### src/rtl/aifp_pkg.sv
// Package for the ASCII integer field parser.
// Holds phase, base and mode types, status codes, register indices and character constants.
// No dependencies.
package aifp_pkg;

    typedef enum logic [5:0] {
        PH_WS     = 6'b000001,
        PH_SIGN   = 6'b000010,
        PH_ZERO   = 6'b000100,
        PH_PREFIX = 6'b001000,
        PH_DIGITS = 6'b010000,
        PH_OVER   = 6'b100000
    } phase_t;

    typedef enum logic [1:0] {
        AB_OCT  = 2'd0,
        AB_DEC  = 2'd1,
        AB_HEX  = 2'd2,
        AB_SDEC = 2'd3
    } base_t;

    typedef enum logic [2:0] {
        MODE_SDEC = 3'd0,
        MODE_AUTO = 3'd1,
        MODE_OCT  = 3'd2,
        MODE_UDEC = 3'd3,
        MODE_HEX  = 3'd4
    } mode_t;

    localparam logic [1:0] ST_OK        = 2'd0;
    localparam logic [1:0] ST_NO_DIGITS = 2'd1;
    localparam logic [1:0] ST_OVERFLOW  = 2'd2;

    localparam logic REG_NUMBER_MODE = 1'b0;
    localparam logic REG_FIELD_WIDTH = 1'b1;

    localparam logic [7:0] CH_SPACE = 8'd32;
    localparam logic [7:0] CH_TAB   = 8'd9;
    localparam logic [7:0] CH_CR    = 8'd13;
    localparam logic [7:0] CH_PLUS  = 8'd43;
    localparam logic [7:0] CH_MINUS = 8'd45;
    localparam logic [7:0] CH_ZERO  = 8'd48;
    localparam logic [7:0] CH_NINE  = 8'd57;
    localparam logic [7:0] CH_LC_A  = 8'd97;
    localparam logic [7:0] CH_LC_Z  = 8'd122;
    localparam logic [7:0] CH_UC_A  = 8'd65;
    localparam logic [7:0] CH_UC_Z  = 8'd90;
    localparam logic [7:0] CH_LC_X  = 8'd120;
    localparam logic [7:0] CH_UC_X  = 8'd88;

    localparam logic [5:0] DIGIT_NONE = 6'd36;

endpackage

### src/rtl/ascii_integer_field_parser_core.sv
// Top level of the ASCII integer field parser.
// Depends on aifp_pkg for phase, base, mode and status definitions.
//
// Usage:
//   Characters enter on the in channel (char_code, end_of_text) with
//   in_valid/in_ready; one transfer per cycle is sustained while no result
//   is stalled. Each character is latched in an input register, then one
//   pass of logic updates the field state and, when a field ends, loads
//   the result register. Results leave on the out channel (parsed_value,
//   parse_status, chars_used, char_taken) with out_valid/out_ready.
//   Throughput: 1 character per cycle while no result is stalled; the state
//   update is a 69-bit multiply-by-base (shifts and adds) and compare.
//   A character that ends no field never waits on the out channel.
//   When the receiver stalls with a result pending, the input register
//   holds and in_ready drops only if the held character ends a field.
//   Configuration: cfg_write with cfg_index 0 (number_mode) or
//   1 (field_width); write only while no field is in progress.
//   Reset: clears both registers and the field state; the parser starts
//   skipping whitespace, mode signed decimal, width unlimited.
module ascii_integer_field_parser_core
(
    input  logic        clk,
    input  logic        rst_n,
    input  logic        cfg_write,
    input  logic        cfg_index,
    input  logic [7:0]  cfg_data,
    input  logic        in_valid,
    output logic        in_ready,
    input  logic [7:0]  char_code,
    input  logic        end_of_text,
    output logic        out_valid,
    input  logic        out_ready,
    output logic [63:0] parsed_value,
    output logic [1:0]  parse_status,
    output logic [7:0]  chars_used,
    output logic        char_taken
);

    logic [2:0]  mode_reg;
    logic [7:0]  width_reg;

    logic        s1_valid_reg;
    logic [7:0]  s1_char_reg;
    logic        s1_eot_reg;

    aifp_pkg::phase_t phase_reg, phase_next;
    aifp_pkg::base_t  base_reg, base_next;
    logic [63:0] acc_reg, acc_next;
    logic        neg_reg, neg_next;
    logic [7:0]  used_reg, used_next;

    logic        out_valid_reg;
    logic [63:0] value_reg;
    logic [1:0]  status_reg;
    logic [7:0]  count_reg;
    logic        taken_reg;

    logic        is_ws;
    logic [5:0]  digit;
    logic [4:0]  cur_bv;
    logic [4:0]  acc_bv;
    logic [2:0]  mode_eff;
    logic        do_acc;
    logic        term;
    logic        counted;
    logic        emit;
    logic        taken;
    logic        advance;
    logic [68:0] acc_ext;
    logic [68:0] prod;
    logic [68:0] limit;
    logic        ovf;
    logic [63:0] res_value;
    logic [1:0]  res_status;

    // character classes
    always_comb
    begin
        is_ws = (s1_char_reg == aifp_pkg::CH_SPACE) ||
                (s1_char_reg >= aifp_pkg::CH_TAB && s1_char_reg <= aifp_pkg::CH_CR);
        if (s1_char_reg >= aifp_pkg::CH_ZERO && s1_char_reg <= aifp_pkg::CH_NINE)
        begin
            digit = 6'(s1_char_reg - aifp_pkg::CH_ZERO);
        end
        else if (s1_char_reg >= aifp_pkg::CH_LC_A && s1_char_reg <= aifp_pkg::CH_LC_Z)
        begin
            digit = 6'(s1_char_reg - aifp_pkg::CH_LC_A + 8'd10);
        end
        else if (s1_char_reg >= aifp_pkg::CH_UC_A && s1_char_reg <= aifp_pkg::CH_UC_Z)
        begin
            digit = 6'(s1_char_reg - aifp_pkg::CH_UC_A + 8'd10);
        end
        else
        begin
            digit = aifp_pkg::DIGIT_NONE;
        end
        mode_eff = (mode_reg > 3'(aifp_pkg::MODE_HEX)) ? 3'(aifp_pkg::MODE_UDEC) : mode_reg;
    end

    always_comb
    begin
        case (base_reg)
            aifp_pkg::AB_OCT: cur_bv = 5'd8;
            aifp_pkg::AB_HEX: cur_bv = 5'd16;
            default:          cur_bv = 5'd10;
        endcase
    end

    // phase transitions
    always_comb
    begin
        phase_next = phase_reg;
        base_next  = base_reg;
        neg_next   = neg_reg;
        do_acc     = 1'b0;
        term       = 1'b0;
        counted    = 1'b1;
        case (phase_reg)
            aifp_pkg::PH_WS:
            begin
                if (is_ws)
                begin
                    counted = 1'b0;
                end
                else
                begin
                    case (mode_eff)
                        3'(aifp_pkg::MODE_SDEC):
                        begin
                            base_next = aifp_pkg::AB_SDEC;
                            if (s1_char_reg == aifp_pkg::CH_MINUS)
                            begin
                                neg_next   = 1'b1;
                                phase_next = aifp_pkg::PH_SIGN;
                            end
                            else if (s1_char_reg == aifp_pkg::CH_PLUS)
                            begin
                                phase_next = aifp_pkg::PH_SIGN;
                            end
                            else if (digit < 6'd10)
                            begin
                                do_acc = 1'b1;
                            end
                            else
                            begin
                                term = 1'b1;
                            end
                        end
                        3'(aifp_pkg::MODE_AUTO):
                        begin
                            if (s1_char_reg == aifp_pkg::CH_ZERO)
                            begin
                                base_next  = aifp_pkg::AB_OCT;
                                phase_next = aifp_pkg::PH_ZERO;
                            end
                            else if (digit < 6'd10)
                            begin
                                base_next = aifp_pkg::AB_DEC;
                                do_acc    = 1'b1;
                            end
                            else
                            begin
                                term = 1'b1;
                            end
                        end
                        3'(aifp_pkg::MODE_OCT):
                        begin
                            base_next = aifp_pkg::AB_OCT;
                            if (digit < 6'd8)
                            begin
                                do_acc = 1'b1;
                            end
                            else
                            begin
                                term = 1'b1;
                            end
                        end
                        3'(aifp_pkg::MODE_HEX):
                        begin
                            base_next = aifp_pkg::AB_HEX;
                            if (s1_char_reg == aifp_pkg::CH_ZERO)
                            begin
                                phase_next = aifp_pkg::PH_ZERO;
                            end
                            else if (digit < 6'd16)
                            begin
                                do_acc = 1'b1;
                            end
                            else
                            begin
                                term = 1'b1;
                            end
                        end
                        default:
                        begin
                            base_next = aifp_pkg::AB_DEC;
                            if (digit < 6'd10)
                            begin
                                do_acc = 1'b1;
                            end
                            else
                            begin
                                term = 1'b1;
                            end
                        end
                    endcase
                end
            end
            aifp_pkg::PH_SIGN:
            begin
                if (digit < 6'd10)
                begin
                    do_acc = 1'b1;
                end
                else
                begin
                    term = 1'b1;
                end
            end
            aifp_pkg::PH_ZERO:
            begin
                if (s1_char_reg == aifp_pkg::CH_LC_X || s1_char_reg == aifp_pkg::CH_UC_X)
                begin
                    base_next  = aifp_pkg::AB_HEX;
                    phase_next = aifp_pkg::PH_PREFIX;
                end
                else if (digit < {1'b0, cur_bv})
                begin
                    do_acc = 1'b1;
                end
                else
                begin
                    term = 1'b1;
                end
            end
            aifp_pkg::PH_PREFIX:
            begin
                if (digit < 6'd16)
                begin
                    do_acc = 1'b1;
                end
                else
                begin
                    term = 1'b1;
                end
            end
            aifp_pkg::PH_DIGITS:
            begin
                if (digit < {1'b0, cur_bv})
                begin
                    do_acc = 1'b1;
                end
                else
                begin
                    term = 1'b1;
                end
            end
            aifp_pkg::PH_OVER:
            begin
                if (digit >= {1'b0, cur_bv})
                begin
                    term = 1'b1;
                end
            end
            default:
            begin
                term = 1'b1;
            end
        endcase

        // end of text overrides the character
        if (s1_eot_reg)
        begin
            phase_next = phase_reg;
            base_next  = base_reg;
            neg_next   = neg_reg;
            do_acc     = 1'b0;
            term       = 1'b1;
        end

        // multiply by base and add the digit, check against the limit
        case (base_next)
            aifp_pkg::AB_OCT: acc_bv = 5'd8;
            aifp_pkg::AB_HEX: acc_bv = 5'd16;
            default:          acc_bv = 5'd10;
        endcase
        acc_ext = {5'd0, acc_reg};
        case (acc_bv)
            5'd8:    prod = (acc_ext << 3) + 69'(digit);
            5'd16:   prod = (acc_ext << 4) + 69'(digit);
            default: prod = (acc_ext << 3) + (acc_ext << 1) + 69'(digit);
        endcase
        if (base_next == aifp_pkg::AB_SDEC)
        begin
            limit = neg_next ? {5'd0, 1'b1, 63'd0} : {6'd0, {63{1'b1}}};
        end
        else
        begin
            limit = {5'd0, {64{1'b1}}};
        end
        ovf = prod > limit;

        acc_next = acc_reg;
        if (do_acc)
        begin
            if (ovf)
            begin
                phase_next = aifp_pkg::PH_OVER;
            end
            else
            begin
                acc_next   = prod[63:0];
                phase_next = aifp_pkg::PH_DIGITS;
            end
        end

        used_next = used_reg;
        emit      = term;
        taken     = 1'b0;
        if (!term && counted)
        begin
            used_next = (used_reg == 8'hFF) ? used_reg : used_reg + 8'd1;
            if (width_reg != 8'd0 && used_next >= width_reg)
            begin
                emit  = 1'b1;
                taken = 1'b1;
            end
        end
    end

    // result of a finished field
    always_comb
    begin
        res_value  = 64'd0;
        res_status = aifp_pkg::ST_NO_DIGITS;
        case (phase_next)
            aifp_pkg::PH_ZERO:
            begin
                res_status = aifp_pkg::ST_OK;
            end
            aifp_pkg::PH_DIGITS:
            begin
                res_status = aifp_pkg::ST_OK;
                res_value  = neg_next ? (64'd0 - acc_next) : acc_next;
            end
            aifp_pkg::PH_OVER:
            begin
                res_status = aifp_pkg::ST_OVERFLOW;
                if (base_next == aifp_pkg::AB_SDEC)
                begin
                    res_value = neg_next ? {1'b1, 63'd0} : {1'b0, {63{1'b1}}};
                end
                else
                begin
                    res_value = {64{1'b1}};
                end
            end
            default:
            begin
                res_status = aifp_pkg::ST_NO_DIGITS;
            end
        endcase
    end

    assign advance  = s1_valid_reg && (!emit || !out_valid_reg || out_ready);
    assign in_ready = !s1_valid_reg || advance;

    always_ff @(posedge clk or negedge rst_n)
    begin
        if (!rst_n)
        begin
            mode_reg  <= 3'(aifp_pkg::MODE_SDEC);
            width_reg <= 8'd0;
        end
        else if (cfg_write)
        begin
            if (cfg_index == aifp_pkg::REG_NUMBER_MODE)
            begin
                mode_reg <= cfg_data[2:0];
            end
            else
            begin
                width_reg <= cfg_data;
            end
        end
    end

    // input register
    always_ff @(posedge clk or negedge rst_n)
    begin
        if (!rst_n)
        begin
            s1_valid_reg <= 1'b0;
        end
        else if (in_ready)
        begin
            s1_valid_reg <= in_valid;
        end
    end

    always_ff @(posedge clk)
    begin
        if (in_ready && in_valid)
        begin
            s1_char_reg <= char_code;
            s1_eot_reg  <= end_of_text;
        end
    end

    // field state: advance per character, rearm on emit
    always_ff @(posedge clk or negedge rst_n)
    begin
        if (!rst_n)
        begin
            phase_reg <= aifp_pkg::PH_WS;
            base_reg  <= aifp_pkg::AB_OCT;
            acc_reg   <= 64'd0;
            neg_reg   <= 1'b0;
            used_reg  <= 8'd0;
        end
        else if (advance)
        begin
            if (emit)
            begin
                phase_reg <= aifp_pkg::PH_WS;
                base_reg  <= aifp_pkg::AB_OCT;
                acc_reg   <= 64'd0;
                neg_reg   <= 1'b0;
                used_reg  <= 8'd0;
            end
            else
            begin
                phase_reg <= phase_next;
                base_reg  <= base_next;
                acc_reg   <= acc_next;
                neg_reg   <= neg_next;
                used_reg  <= used_next;
            end
        end
    end

    // result register
    always_ff @(posedge clk or negedge rst_n)
    begin
        if (!rst_n)
        begin
            out_valid_reg <= 1'b0;
        end
        else if (advance && emit)
        begin
            out_valid_reg <= 1'b1;
        end
        else if (out_ready)
        begin
            out_valid_reg <= 1'b0;
        end
    end

    always_ff @(posedge clk)
    begin
        if (advance && emit)
        begin
            value_reg  <= res_value;
            status_reg <= res_status;
            count_reg  <= used_next;
            taken_reg  <= taken;
        end
    end

    assign out_valid    = out_valid_reg;
    assign parsed_value = value_reg;
    assign parse_status = status_reg;
    assign chars_used   = count_reg;
    assign char_taken   = taken_reg;

`ifndef ASSERT_OFF
    a_no_digits_zero: assert property (@(posedge clk) disable iff (!rst_n)
        out_valid && parse_status == aifp_pkg::ST_NO_DIGITS |-> parsed_value == 64'd0)
        else $error("no-digits result carries a nonzero value");

    a_taken_counts: assert property (@(posedge clk) disable iff (!rst_n)
        out_valid && char_taken |-> chars_used != 8'd0)
        else $error("taken character not counted");

    a_ws_clean: assert property (@(posedge clk) disable iff (!rst_n)
        phase_reg == aifp_pkg::PH_WS |-> used_reg == 8'd0 && acc_reg == 64'd0 && !neg_reg)
        else $error("field state not rearmed while skipping whitespace");

    a_stall_cause: assert property (@(posedge clk) disable iff (!rst_n)
        !in_ready |-> s1_valid_reg && out_valid_reg && emit)
        else $error("input stalled without a pending result");

    a_status_legal: assert property (@(posedge clk) disable iff (!rst_n)
        out_valid |-> parse_status != 2'd3)
        else $error("undefined status code");
`endif

endmodule

### config.mk
export PLATFORM = sky130hd
export DESIGN_NAME = ascii_integer_field_parser_core
export DESIGN_NICKNAME = d
export VERILOG_FILES = /design/src/rtl/aifp_pkg.sv /design/src/rtl/ascii_integer_field_parser_core.sv
export SDC_FILE = /design/constraint.sdc
export NUM_CORES = 1
export LEC_CHECK = 0
export BUFFER_PORTS_ARGS = -buffer_cell sky130_fd_sc_hd__buf_2
export CAP_MARGIN = 20
export CORE_MARGIN = 2
export CORE_UTILIZATION = 49
export DETAILED_ROUTE_END_ITERATION = 8
export PLACE_DENSITY = 0.66
export SYNTH_ARGS = -nofsm -noshare
export SYNTH_HDL_FRONTEND = slang
export SYNTH_SLANG_ARGS = --single-unit
### constraint.sdc
create_clock -name clk -period 11.36 [get_ports clk]
set_clock_uncertainty 0.05 [all_clocks]
set_input_delay 1.704 -clock clk [delete_from_list [all_inputs] [get_ports clk]]
set_output_delay 1.704 -clock clk [all_outputs]
set_load 0.02 [all_outputs]
# After elaboration in Yosys (flattened, before gate mapping)
# Cells that the tools add are included.
word_totals:
  inputBits: 23
  ff_bits: 178
  output_inout_bits: 77
  word_cells: 173
op_classes:
  eq_ne: 24
  order_cmp: 16
  n_bitwise: 1
  add_sub_neg: 11
  n_mux: 79
  n_reduce_logical: 27
op_table:
  columns: ["operator", "count"]
  rows:
  - ["$mux W64", 8]
  - ["$add A68 B6 Y69", 2]
  - ["$pmux W69 S2", 1]
  - ["$pmux W64 S2", 1]
  - ["$mux W6", 12]
  - ["$gt A69 B69 Y1", 1]
  - ["$add A67 B6 Y68", 1]
  - ["$add A67 B65 Y68", 1]
  - ["$sub A1 B64 Y64 const A", 1]
  - ["$mux W1", 36]
  - ["$eq A8 B6 Y1 const B", 4]
  - ["$mux W8", 3]
  - ["$pmux W6 S2", 2]
  - ["$pmux W5 S2", 2]
  - ["$eq A8 B7 Y1 const B", 2]
  - ["$ge A8 B7 Y1 const B", 2]
  - ["$le A8 B7 Y1 const B", 2]
  - ["$add A6 B4 Y6 const B", 2]
  - ["$eq A6 B3 Y1 const B", 2]
  - ["$eq A6 B5 Y1 const B", 2]
  - ["$eq A6 B6 Y1 const B", 2]
  - ["$lt A6 B4 Y1 const B", 2]
  - ["$mux W2", 6]
  - ["$sub A6 B6 Y6 const B", 2]
  - ["37 further kinds", 59]

# Logic depth before layout (Yosys ltp)
depth:
  word_depth: 22
  depth_mapped: 49
  ltp_nobuf: 44

# Worst setup path before layout
# No wires, ideal clock.
synth_path:
  path_kind: "reg-to-reg"
  startpoint: "register s1_char_reg[0]"
  endpoint: "register value_reg[52], in the netlist parsed_value[52] (data pin)"
  stages_incl_launch_ff: 43
  n_path_buf: 11
  t_arrival_ns: 10.084
  required_time_ns: 11.043
  synth_period_minus_slack_ns: 10.401
  slack_ns: 0.959
  setup_time_ns: 0.267
  path_cell_list: "edfxtp_1 > buf_2 > inv_1 > ha_1 > or4b_4 > nand3b_1 > a21oi_2 > o311ai_4 > o2111a_1 > or2_4 > buf_2 > buf_2 > buf_6 > clkbuf_1 > clkbuf_1 > clkbuf_1 > nand3_1 > inv_1 > (+7 left out) > a21oi_1 > nand2_1 > o32ai_1 > buf_2 > buf_2 > buf_2 > nor2_1 > a21oi_1 > ha_1 > and3_1 > nand2_1 > a211o_1 > o31a_1 > or2_1 > buf_6 > o41ai_4 > xnor2_1 > o21ai_1"
synth_between:
  elab_chain_len: 22
  word_cells_on_any_way: 89
  cone_classes: "add/sub: 9; order compare: 13; eq/ne: 12; mux: 48; reduce/logical: 7"
synth_rtl:
  columns: ["item", "line_no", "rtl"]
  rows:
  - ["from (decl)", "ascii_integer_field_parser_core.sv:43", "logic [7:0] s1_char_reg;"]
  - ["from (signal assigned)", "ascii_integer_field_parser_core.sv:405", "s1_char_reg <= char_code;"]
  - ["$sub A6 B1 Y6 (tied with other cells)", "ascii_integer_field_parser_core.sv:91", "digit = 6'(s1_char_reg - aifp_pkg::CH_UC_A + 8'd10);"]
  - ["$add A6 B4 Y6 / $logic_and A1 B1 Y1 (equally long branches)", "ascii_integer_field_parser_core.sv:91, ascii_integer_field_parser_core.sv:89", null]
  - ["$mux W6", "ascii_integer_field_parser_core.sv:89", "else if (s1_char_reg >= aifp_pkg::CH_UC_A && s1_char_reg <= aifp_pkg::CH_UC_Z)"]
  - ["$mux W6", "ascii_integer_field_parser_core.sv:85", "else if (s1_char_reg >= aifp_pkg::CH_LC_A && s1_char_reg <= aifp_pkg::CH_LC_Z)"]
  - ["$mux W6", "ascii_integer_field_parser_core.sv:81", "if (s1_char_reg >= aifp_pkg::CH_ZERO && s1_char_reg <= aifp_pkg::CH_NINE)"]
  - ["$lt A6 B4 Y1", null, null]
  - ["$mux W2", "ascii_integer_field_parser_core.sv:156", "else if (digit < 6'd10)"]
  - ["$mux W2", "ascii_integer_field_parser_core.sv:151", "if (s1_char_reg == aifp_pkg::CH_ZERO)"]
  - ["(+7 left out)", null, null]
  - ["$pmux W69 S2", "ascii_integer_field_parser_core.sv:288", "case (acc_bv)"]
  - ["$gt A69 B69 Y1", "ascii_integer_field_parser_core.sv:301", "ovf = prod > limit;"]
  - ["$mux W64", "ascii_integer_field_parser_core.sv:306", "if (ovf)"]
  - ["$mux W64", "ascii_integer_field_parser_core.sv:304", "if (do_acc)"]
  - ["$sub A1 B64 Y64", "ascii_integer_field_parser_core.sv:344", "res_value = neg_next ? (64'd0 - acc_next) : acc_next;"]
  - ["$mux W64", "ascii_integer_field_parser_core.sv:344", null]
  - ["$pmux W64 S2 (*)", "ascii_integer_field_parser_core.sv:336", "case (phase_next)"]
  - ["named net res_value[52]", "ascii_integer_field_parser_core.sv:73", "logic [63:0] res_value;"]
  - ["to (signal assigned)", "ascii_integer_field_parser_core.sv:463", "value_reg <= res_value;"]
  - ["to (decl)", "ascii_integer_field_parser_core.sv:53", "logic [63:0] value_reg;"]
# Mark *: on every way through the listed nets, which the timed path passes. The rest lies on a longest branch.
# A chain may end at the register's enable or synchronous reset.

# Worst setup path after layout
# Ends and elaborated chain as after synthesis.

==> reports/results.tsv <==
stage	metric	value	unit
floorplan	core area	0.0440	mm2
pwr	Switch Pwr	1320	uW
floorplan	Starting Density	49.4	%
sta	Max Fclk	91.8	MHz
pwr	Sequential Power Share	30.3	%
cells_and_area	final core occ	53.3	%
drt	via count	22100	
sta	Final min period	10.89	ns
worst_setup_path	Worst path most repeated cell	nor2_1	
global_routing	first-pass GRT wire length	123	mm
logic_synthesis	Yosys Warn Count	0	
worst_hold_path	worst hold path cell count	1	
drt	initial DRC count	2581	
floorplan	die span in x	215	um
worst_hold_path	Worst Hold Class	flop to flop	
drt	post-route ant nets	0	
clock_network	clock sinks	178	
pwr	switching portion of total power	45.9	%
floorplan	# rows	77	
global_routing	largest net degree at the start of global routing	92	
pwr	Cell Int Power	1550	uW
logic_synthesis	largest family of logic cells by synthesized area	compound AO/OA/AOI/OAI gates	
logic_synthesis	cell count after synthesis	2767	
global_routing	number of global-route vias before repair	20900	
status	status	completed	
clock_network	Clock Latency Late Sink	0.47	ns
sta	Final Max Tran Viols	0	
logic_synthesis	Distinct cells, synth	101	
logic_synthesis	post-synthesis simple-gate area fraction	22.6	%
sta	Final period util	95.9	%
logic_synthesis	EDFF count, synth	84	
worst_setup_path	r2r worst-path depth	44	
floorplan	Die ar.	0.0461	mm2
logic_synthesis	mux cell area share after synthesis	5.05	%
worst_setup_path	worst-path fanout max	11	
global_routing	initial antenna violation count	0	
pwr	Total Power	2870	uW
place	Final HPWL DP	61.0	mm
logic_synthesis	asr flop ratio synth	52.8	%
logic_synthesis	#FFs+latches synth	178	
global_routing	Overflow after GRT	0	
clock_network	CTS root buf	clkbuf_16	
logic_synthesis	Mapped Area	0.0217	mm2
sta	hold slack	0.485	ns
floorplan	Die Y	215	um
pwr	peak supply drop	0.205	mV
sta	final hold vios	0	
logic_synthesis	syn avg cell area	7.86	um2
logic_synthesis	Top FF cell, synth	dfrtp_1	
place	gpl congestion	1.01	
floorplan	I/O pin cnt	100	
clock_network	H-tree Lvls	4	
worst_setup_path	Critical Path End Type	flop	
clock_network	Worst-path clk slew	0.07	ns
drt	wire length per cell	23.6	um
cells_and_area	Post-layout nets	3024	
logic_synthesis	Compound-Gate Fraction of Synth Area	22.8	%
pwr	pwr/cell area	122	mW/mm2
drt	DR DRC count	0	
logic_synthesis	post-synthesis xor/xnor area fraction	9.47	%
drt	drt via density	6.54	
clock_network	CTS buffer count	17	
clock_network	TritonCTS clock tree	done	
worst_setup_path	element type at the critical path start	flop	
logic_synthesis	Adder-Cell Fraction of Synth Area	13.0	%
worst_setup_path	worst endpoint data arrival time	11.03	ns
drt	overall routed net length	79.7	mm
worst_setup_path	CP max stage delay	0.57	ns
cells_and_area	antenna cells	0	
pwr	Clk pwr share	21.8	%
cells_and_area	fraction of layout instances using a drive strength above 1	10.1	%
clock_network	clk buf depth	2	
clock_network	hold buffer count at cts	0	
sta	Slew @ Worst Pin	1.10	ns
cells_and_area	# fillers	4176	
cells_and_area	layout overhead on the synthesized area	7.99	%
logic_synthesis	Seq/Total Area, Yosys	22.4	%
pwr	leakage	0.0101	uW
place	I/O Buffers	99	
worst_setup_path	crit path kind	flop to flop	
worst_setup_path	Worst Path Required	11.50	ns
sta	Slew HR	26.3	%
logic_synthesis	Synth Net Count	3012	
flow_run	Max-cap violations	0	
drt	drt pass-1 iters	7	
global_routing	gr usage total	33.9	%
sta	final setup violation count	0	
pwr	Gate power share	47.9	%
worst_setup_path	Slowest-stage cell, CP	or4b_4	
synth_stat cells (29+ instances only):
cell type | number | area share [%]
o211ai_1 | 29 | 1.0
nand2b_1 | 32 | 0.92
a21oi_1 | 193 | 4.4
buf_2 | 32 | 0.74
xor2_1 | 123 | 5.0
a31oi_1 | 42 | 1.2
ha_1 | 216 | 12
inv_1 | 75 | 1.3
edfxtp_1 | 84 | 12
and3_1 | 33 | 0.95
dfrtp_1 | 93 | 11
xnor2_1 | 112 | 4.5
nand4_1 | 52 | 1.5
nand3_1 | 82 | 1.9
o21ai_0 | 204 | 4.7
a21o_1 | 50 | 1.7
nor4_1 | 52 | 1.5
o21ai_1 | 35 | 0.81
nor2_1 | 209 | 3.6
nor3_1 | 89 | 2.0
mux2i_1 | 82 | 3.8
nand2_1 | 300 | 5.2
clkbuf_1 | 116 | 2.0
cells by family after synthesis:
family	after synthesis
compound gates	782
xor+xnor	235
fa+ha+maj	223
buf+inv	247
flops	178
mux	106
simple gates	996
final timing paths:
check	to	from	slack (ns)
setup / recovery	parsed_value[52]	s1_char_reg[0]	0.47
hold / removal	width_reg[4]	width_reg[4]	0.48
setup reg to reg	parsed_value[52]	s1_char_reg[0]	0.47
hold reg to reg	width_reg[4]	width_reg[4]	0.48
max in group asynchronous	acc_reg[10]	rst_n	8.84
min in group asynchronous	width_reg[5]	rst_n	1.16
worst max-delay path: cells and delay by family, from the launching register on:
| kind | cells | cell delay [ns] |
|---|---|---|
| compound gates | 16 | 4.19 |
| simple gates | 17 | 3.46 |
| fa+ha+maj | 5 | 1.49 |
| buf+inv | 4 | 0.56 |
| xor+xnor | 2 | 0.43 |
| flops | 1 | 0.38 |
final cells by class:
type,count,area [um2],area share (%)
clock buffers,22,497,2.12
clock inverters,10,109,0.464
inverters,75,282,1.20
multi-input cells,2342,16000,68.0
flip-flops and latches,178,4880,20.8
repair buffers,165,1000,4.27
well taps,592,741,3.16
metal layers:
metal  wire, um  global-route usage [%]
met1      34800                    48.2
met2      34300                    51.5
met3       7700                    6.04
met4       2980                    12.5
met5          0                       0
power by group through the flow:
stage / sequential, uW / clock [uW] / combinational (uW)
2_1_floorplan: 958 / 0 / 815
3_3_place_gp: 877 / 0 / 1320
3_5_place_dp: 875 / 0 / 1330
4_1_cts: 868 / 629 / 1340
5_1_grt: 878 / 651 / 1480
6_report: 869 / 627 / 1380
per-stage QoR:
step,std cells,setup slack [ns],setup TNS (ns),area (um2)
3_5_place_dp,3342,-0.0337,-0.0337,22700
6_report,3384,0.466,0,23500
2_1_floorplan,2767,0.959,0,21700
5_1_grt,3384,-0.0680,-0.184,23500
3_3_place_gp,3342,0.260,0,22700
4_1_cts,3374,0.186,0,23400
layout by cell type (no fill, tap or decap), types with 51 or more instances in the layout:
| cell type | Yosys | routed |
|---|---|---|
| a21oi_1 | 193 | 191 |
| buf_2 | 32 | 98 |
| buf_4 | 4 | 65 |
| dfrtp_1 | 93 | 93 |
| edfxtp_1 | 84 | 84 |
| ha_1 | 216 | 216 |
| inv_1 | 75 | 74 |
| mux2i_1 | 82 | 81 |
| nand2_1 | 300 | 297 |
| nand3_1 | 82 | 82 |
| nand4_1 | 52 | 52 |
| nor2_1 | 209 | 207 |
| nor3_1 | 89 | 88 |
| nor4_1 | 52 | 51 |
| o21ai_0 | 204 | 202 |
| xnor2_1 | 112 | 112 |
| xor2_1 | 123 | 123 |
repair_timing:
item | in CTS | in global routing
buffers inserted | 0 | 8
endpoints found under the setup margin | 4 | 43
pin swaps | 0 | 4
gates resized for setup | 2 | 10
No activity file was read; power rests on OpenSTA's default activity.
